$ cat config.mk
export PLATFORM = sky130hd
export DESIGN_NAME = mfsd_ram
export DESIGN_NICKNAME = d
export VERILOG_FILES = /design/src/rtl/assert_macros.svh /design/src/rtl/mfsd_ram.sv
export SDC_FILE = /design/constraint.sdc
export NUM_CORES = 1
export LEC_CHECK = 0
export BUFFER_PORTS_ARGS = -buffer_cell sky130_fd_sc_hd__buf_2
export CAP_MARGIN = 20
export CORE_UTILIZATION = 55
export CTS_CLUSTER_SIZE = 12
export DETAILED_ROUTE_END_ITERATION = 8
export GPL_ROUTABILITY_DRIVEN = 0
export HOLD_SLACK_MARGIN = 0.06
export PLACE_DENSITY = 0.76
export SLEW_MARGIN = 25
export SYNTH_ARGS = -nofsm -noshare
export SYNTH_HDL_FRONTEND = slang
export SYNTH_SLANG_ARGS = --single-unit
$ cat constraint.sdc
create_clock -name clk -period 9.27 [get_ports clk]
set_input_delay 1.854 -clock clk [delete_from_list [all_inputs] [get_ports clk]]
set_output_delay 1.854 -clock clk [all_outputs]
set_load 0.03 [all_outputs]
$ cat src/rtl/assert_macros.svh
// Assertion macros used by the top-level RTL file.
// No dependencies; define NO_ASSERTIONS to compile them out.
`ifndef ASSERT_MACROS_SVH
`define ASSERT_MACROS_SVH
`ifndef NO_ASSERTIONS
`define ASSERT_IMPLIES(label, clk, rst_n, a, b) \
    label: assert property (@(posedge clk) disable iff (!rst_n) (a) |-> (b)) \
        else $error("assertion failed");
`define ASSERT_NEXT(label, clk, rst_n, a, b) \
    label: assert property (@(posedge clk) disable iff (!rst_n) (a) |=> (b)) \
        else $error("assertion failed");
`else
`define ASSERT_IMPLIES(label, clk, rst_n, a, b)
`define ASSERT_NEXT(label, clk, rst_n, a, b)
`endif
`endif

$ cat src/rtl/mfsd_ram.sv
// Generic single-port-write, single-port-read RAM with registered read.
// No dependencies.
module mfsd_ram #(
    parameter int WIDTH = 32,
    parameter int DEPTH = 16
) (
    input  logic                     clk,
    input  logic                     we,
    input  logic [$clog2(DEPTH)-1:0] waddr,
    input  logic [WIDTH-1:0]         wdata,
    input  logic [$clog2(DEPTH)-1:0] raddr,
    output logic [WIDTH-1:0]         rdata
);
    logic [WIDTH-1:0] mem [DEPTH];

    always_ff @(posedge clk)
    begin
        if (we)
        begin
            mem[waddr] <= wdata;
        end
        rdata <= mem[raddr];
    end
endmodule

==> impl_results.md, run 1 <==
- GR Util All Layers: a little under a quarter
- CP max stage delay: approximately 900 ps
- HPWL after DPL: about 20 mm
- Path depth of the worst reg2reg path: 3
- Yosys warns: 0
- Worst clock skew: ~13 ps
- DRT iter0 DRCs: between 900 and 1000
- Worst Hold Depth: 3
- Core box area: approximately 36000 um2
- WP data arrival: between 4000 and 5000 ps
- Worst-skew pair later-pin latency: about 560 ps
- Power share of the clock group: 40.4%
- Critical path data required time: around 9700 ps
- Drt pass-1 iters: 5
- Initial antenna violation count: 4
- Leakage power: 7.25 nW
- Hold Path Sink: rdata[2]
- Largest net degree at the start of global routing: 70
- Psw: around 1.0 mW
- Yosys cell types: 18
- Top Family by Delay on Critical Path: buffers and inverters
- Non-Filler Instances: ~1500
- Max-Cap Viols: 0
- CTS tree: built
- Critical-path cell list: buf_4 > buf_4 > mux4_2 > a22oi_1 > nand2_1
- RSZ-0062 raised after global routing: no
- Sw frac: around a fifth
- Fmax: between 0.2 and 0.3 GHz
- Largest area contributor in the synthesized netlist: edfxtp_1
- CP Buf/Inv Count: 2
- H-tree levels: 2
- Congestion Overflow GR: 0
- Worst Setup End Kind: flop
- Post-CTS Resized: 0
- Synth Cell Area: ~20000 um2
- Final Core Density: approximately 63%
- Wire per inst: 27.7 um
- # Post-CTS Setup Buffers: 0
- Fin crit period: slightly below 4000 ps
- Sequential fraction of design power: 54.4%
- Vias in the first global route: 9438
- CTS Buffer Depth: 3
- CTS root buffer: clkbuf_16
- Most frequent cells in the layout: edfxtp_1 (512), mux4_2 (128), buf_2 (71), a22oi_1 (64), clkbuf_16 (57)
- PwrDens: between 200 and 250 nW/um2
- Final hold vios: 0
- Num ports: 74
- Worst path slowest cell: buf_4
- Pint: ~4.0 mW
- Initial Utilization: 55.8%
- Avg Vias per Cell: between 6 and 7
- FF-to-FF End: rdata[31]
- Maximum vdd drop: around 0.15 mV
- Status: finished clean
- Synthesized instance count: about 840
- Top cell type's share of synthesized area: 77.4%
- Hold Startpoint: mem[14][2]
- Comb pwr share: a little over 5%
- Worst-Margin Slew: roughly 1000 ps
- Chip width: between 150 and 200 um
- Crit-path most repeated cell: buf_4
- DRC violations left: 0
- Maximum fanout along the worst path: just under 70
- Number of port buffers: between 70 and 80
- Setup slack, reg-to-reg: between 7000 and 8000 ps
- Pwr Total: between 5 and 6 mW
- Final #Nets: 989
- Num CTS Buffers: 54
- # clock sinks: between 500 and 600
- Vias: ~9000
- Placed cell count: around 1400
- Final worst path period share: approximately two fifths
- Hold Crit Class: flop to flop
- Total Neg Setup Slack: 0 ps
- Setup violators final: 0
- Commonest non-fill, non-tap cell in the layout: edfxtp_1
- Final Slew Violations: 0
- # rows: between 60 and 70
- Reg-to-reg critical path startpoint: mem[3][31]
- Area Overhead vs Synth: 13.7%
- Layout cells sized above 1: 31.4%
- Cts hold-fix bufs: 0
- Critical path launch point type: input pin
- Syn nets: approximately 900
- Setup CP Type: input pin to flop
- Top cells by area, synth: edfxtp_1 (77%), mux4_2 (15%), dfxtp_1 (3.2%), a22oi_1 (2.4%), nand2_1 (0.62%)
- Register area share after synthesis: between 80 and 90%
- Die area: roughly 37000 um2
- Synthesized flop and latch total: 544
- DRT Wirelength: ~40 mm
- Detail Route Antenna Nets: 0
- Clock slew at reported path FFs: about 60 ps
- First-pass GRT wire length: 59.9 mm
- Die Height: 192 um
- Slew HR: around a third
- Syn avg cell area: about 24 um2
[synth_stat cells]
master	number
nand3b_1	2
nor2b_1	2
buf_6	2
buf_1	9
and2_1	1
nand2_1	33
nor3_1	4
edfxtp_1	512
mux4_2	128
buf_2	4
nand3_1	1
a22oi_1	64
or3b_2	1
clkbuf_1	17
nor2_1	13
dfxtp_1	32
buf_4	11
nand2b_1	2
[state kept, by name, indices dropped and copies added (netlist names)]
signal	cells
mem	512
rdata	32
[logic make-up (layout without fill, tap and decap cells)]
| logic type | count (synthesis) | count (layout) | synth area share, % |
|---|---|---|---|
| compound gates | 64 | 64 | 2.42 |
| flops | 544 | 544 | 80.7 |
| buf+inv | 43 | 196 | 1.12 |
| other cells | 0 | 2 | 0 |
| simple gates | 59 | 59 | 1.27 |
| mux | 128 | 128 | 14.5 |
[metal layers]
| metal | routed length [um] | up-vias | global-route usage, % |
|---|---|---|---|
| met3 | 3360 | 80 | 4.44 |
| li1 | - | 3795 | - |
| met1 | 16200 | 4790 | 32.4 |
| met2 | 19900 | 414 | 36.9 |
| met4 | 874 | 4 | 6.54 |
| met5 | 16 | - | 0 |
[area by class of cell]
| class | count | area, um2 |
|---|---|---|
| well taps | 461 | 577 |
| flip-flops and latches | 544 | 16000 |
| clock buffers | 94 | 1620 |
| fillers | 2317 | 13000 |
| diodes | 2 | 5.00 |
| multi-input cells | 251 | 3760 |
| repair buffers | 96 | 549 |
| clock inverters | 6 | 55.1 |
[how the worst max path moves through the flow]
| stage | from | endpoint | slack (ps) | cells after the start |
|---|---|---|---|---|
| 2_1_floorplan | waddr[2] | mem[0][0] | 4240 | 2 |
| 3_3_place_gp | raddr[1] | rdata[17] | 4820 | 5 |
| 3_5_place_dp | raddr[1] | rdata[17] | 4850 | 5 |
| 4_1_cts | raddr[1] | rdata[11] | 5420 | 5 |
| 5_1_grt | raddr[1] | rdata[19] | 5280 | 5 |
| 6_report | raddr[1] | rdata[17] | 5390 | 5 |
[worst register-to-register path: stages, from the launching register on]
cell      delay, ps
edfxtp_1        380
mux4_2          490
a22oi_1         290
nand2_1          90
[power groups by stage]
| stage | Combinational, mW | Sequential, mW | Clock, mW |
|---|---|---|---|
| global placement | 0.258 | 2.82 | 0 |
| finish | 0.262 | 2.77 | 2.06 |
| detailed placement | 0.263 | 2.82 | 0 |
| global route | 0.282 | 2.77 | 2.17 |
| floorplan | 0.132 | 2.85 | 0 |
| CTS | 0.264 | 2.77 | 2.08 |
[metrics by stage]
stage | hold slack [ps] | cell area [um2] | worst slack, ps
final | 667 | 22600 | 5390
after detailed placement | 654 | 20900 | 4850
after global placement | 650 | 20900 | 4820
after CTS | 669 | 22600 | 5420
after global routing | 684 | 22600 | 5280
after floorplan | 635 | 19900 | 4240
Power figures use the tool's default switching activity.
==> inputs of run 2 (changes only) <==
- ABC_AREA: default -> 1
- clock period: 9.27 -> 3.81 ns (I/O delays scaled with it)
==> run 2 against run 1 <==
Against the previous run:
- sequential share of layout area decreased by 7.6 points
- hold slack got worse by 110 ps
- synthesized area rose by 14%
- clock skew increased by 3.0 ps
- core utilization decreased by 1.6 points
- synthesized cell count rose to 2.5 times the previous value
- highest routed layer is now met4
- largest power group unchanged
- first-iteration DRC count up 58%
- setup slack worse by 3800 ps
- critical path depth shrank 1
- register-to-register slack lost 5200 ps
- count of clock-buffer cells in the layout rose by 4
- die area rose by 14%
- largest cell class unchanged
==> impl_results.md, run 2 <==
- Antenna cells: 0 (was 2)
- Synthesized flop and latch total: 544 (unchanged)
- # Post-CTS Setup Buffers: 0 (unchanged)
- Max reg flops: 512 (unchanged)
- Pwr Total: 12.6 mW (was 5.09 mW)
- Clock slew at reported path FFs: 60 ps (about the same)
- Number of port buffers: 73 (unchanged)
- Register area share after synthesis: 70.5% (was 80.7%)
- Total Neg Setup Slack: 0 ps (unchanged)
- Max-Cap Viols: 0 (unchanged)
- Final #Nets: 2225 (was 989)
- Worst Setup End Kind: flop (unchanged)
- Biggest regs: mem: 512 flops, rdata: 32 flops (unchanged)
- # rows: 74 (was 69)
- Congestion Overflow GR: 0 (unchanged)
- # clock sinks: 544 (unchanged)
- Vias in the first global route: 14700 (was 9438)
- Synth Cell Area: 22700 um2 (was 19900 um2)
- Core box area: 40800 um2 (was 35600 um2)
- Cts hold-fix bufs: 0 (unchanged)
- Layout cells sized above 1: 8.98% (was 31.4%)
- Post-synth EDFFs: 512 (unchanged)
- Path depth of the worst reg2reg path: 6 (was 3)
- Setup violators final: 0 (unchanged)
- Wire per inst: 18.5 um (was 27.7 um)
- Num ports: 74 (unchanged)
- Commonest non-fill, non-tap cell in the layout: nand2_1 (was edfxtp_1)
- Fin crit period: between 2000 and 2500 ps
- Largest net degree at the start of global routing: 129 (was 70)
- Critical path data required time: 4080 ps (was 9700 ps)
- Setup slack, reg-to-reg: 2710 ps (was 7910 ps)
- Leakage power: 10.8 nW (was 7.25 nW)
- FF-to-FF End: rdata[0] (was rdata[31])
- Synth async-reset ratio: 0% (unchanged)
- Largest Register: mem (unchanged)
- Hold_ws: 557 ps (was 667 ps)
- Maximum vdd drop: 0.337 mV (was 0.148 mV)
- Die area: 42100 um2 (was 36900 um2)
- Setup ws final: 1640 ps (was 5390 ps)
- Worst-skew pair later-pin latency: 580 ps (was 560 ps)
- PwrDens: 500 nW/um2 (was 225 nW/um2)
- CTS root buffer: clkbuf_16 (unchanged)
- Final hold vios: 0 (unchanged)
- CTS Buffer Depth: 3 (unchanged)
- DRT iter0 DRCs: 1429 (was 907)
- Initial antenna violation count: 0 (was 4)
- HPWL after DPL: 26.6 mm (was 20.3 mm)
- Initial Utilization: 55.7% (was 55.8%)
- Most frequent cell after synthesis: nand2_1 (was edfxtp_1)
- Most frequent cells in the layout: nand2_1 (677), edfxtp_1 (512), inv_1 (386), nand3_1 (385), buf_2 (71) (was edfxtp_1 (512), mux4_2 (128), buf_2 (71), a22oi_1 (64), clkbuf_16 (57))
- Post-synth top flop: edfxtp_1 (unchanged)
- Vias: 14900 (was 9083)
- Final worst path period share: approximately 57%
- Syn avg cell area: 10.7 um2 (was 23.7 um2)
- Hold Crit Class: input pin to flop (was flop to flop)
- Critical path launch point type: input pin (unchanged)
- CTS tree: built (unchanged)
- Reg-to-reg critical path startpoint: mem[14][0] (was mem[3][31])
- Worst-Margin Slew: 998 ps (was 1020 ps)
- Worst clock skew: 15.7 ps (was 12.7 ps)
- Yosys cell types: 15 (was 18)
- Maximum fanout along the worst path: 23 (was 69)
- Placement Setup Slack: 1060 ps (was 4850 ps)
- Final Slew Violations: 0 (unchanged)
- Die Height: 205 um (was 192 um)
- Drt pass-1 iters: 6 (was 5)
- Post-CTS Resized: 0 (unchanged)
- Fmax: 0.460 GHz
- CP startpoint: waddr[2] (was raddr[1])
- Largest area contributor in the synthesized netlist: edfxtp_1 (unchanged)
- H-tree levels: 2 (unchanged)
- Top cell type's share of synthesized area: 67.6% (was 77.4%)
- Setup CP Type: input pin to flop (unchanged)
- Num CTS Buffers: 54 (unchanged)
- Status: finished clean (unchanged)
- Area Overhead vs Synth: 11.2% (was 13.7%)
- CP endpoint: mem[11][27] (was rdata[17])
- First-pass GRT wire length: 78.9 mm (was 59.9 mm)
- Avg Vias per Cell: 5.39 (was 6.25)
- Top cells by area, synth: edfxtp_1 (68%), nand2_1 (11%), nand3_1 (8.5%), inv_1 (6.4%), dfxtp_1 (2.8%) (was edfxtp_1 (77%), mux4_2 (15%), dfxtp_1 (3.2%), a22oi_1 (2.4%), nand2_1 (0.62%))
- Syn nets: 2162 (was 880)
- RSZ-0062 raised after global routing: no (unchanged)
- GR Util All Layers: 24.8% (was 22.9%)
- Commonest cells in the netlist: nand2_1 (677), edfxtp_1 (512), inv_1 (388), nand3_1 (385), buf_2 (41) (was edfxtp_1 (512), mux4_2 (128), a22oi_1 (64), nand2_1 (33), dfxtp_1 (32))
- Synthesized instance count: 2120 (was 838)
- Chip width: 205 um (was 192 um)
- Yosys warns: 0 (unchanged)
- WP data arrival: 2450 ps (was 4310 ps)
- Slew HR: 33.3% (was 32.0%)
- DRT Wirelength: 51.1 mm (was 40.3 mm)
- DRC violations left: 0 (unchanged)
- Detail Route Antenna Nets: 0 (unchanged)
## run 2: cell types whose count changed after synthesis, sizes merged, moves of 2 or more
cell / change
nand2: +644
inv: +390
nand3: +384
mux4: -128
buf: +65
a22oi: -64
nor2: +4
nor3: -4
clkbuf: -3
nand2b: -2
nor2b: -2
## run 2: power by group
group,switching [mW],internal (mW)
Combinational,0.608,0.216
Sequential,0.0420,6.69
Clock,2.12,2.96
Total,2.77,9.87
## run 2: layer usage
| metal | track usage [%] | up-vias | wire, um |
|---|---|---|---|
| li1 | - | 6962 | - |
| met1 | 32.6 | 7089 | 20200 |
| met2 | 41.7 | 714 | 25100 |
| met3 | 4.47 | 110 | 4460 |
| met4 | 8.12 | 0 | 1290 |
| met5 | 0 | - | 0 |
## run 2: worst min-delay path by stage
stage | start | endpoint | slack (ps) | cells past startpoint
finish | wdata[1] | mem[7][1] | 560 | 1
global route | wdata[1] | mem[7][1] | 550 | 1
CTS | wdata[9] | mem[13][9] | 540 | 1
detailed placement | mem[6][26] | rdata[26] | 650 | 6
global placement | mem[10][11] | rdata[11] | 630 | 6
floorplan | mem[10][0] | rdata[0] | 610 | 6
## run 2: cells by family (layout without fill, tap and decap cells)
logic type,Yosys count,after routing,synth area share (%)
flops,544,544,70.5
buf+inv,495,603,9.54
simple gates,1081,1081,20.0
## run 2: area by class of cell
class,count,area (um2)
clock buffer,98,1650
clock inverter,3,47.5
fill,3051,15600
inverter,390,1470
multi-input combinational,1081,4670
sequential,544,16000
tap,532,666
timing repair buffer,112,754
## run 2: critical path: stages
cell and delay [ps]:
buf_2 120, nand3b_1 400, nor2_4 820, buf_4 330
## run 2: metrics by stage
step           instances  instance area [um2]  utilization [%]
2_1_floorplan       2120                22700                -
4_1_cts             2760                25300             61.9
5_1_grt             2760                25300             61.9
3_3_place_gp        2659                23600             57.7
6_report            2760                25300             61.9
3_5_place_dp        2659                23600             57.7
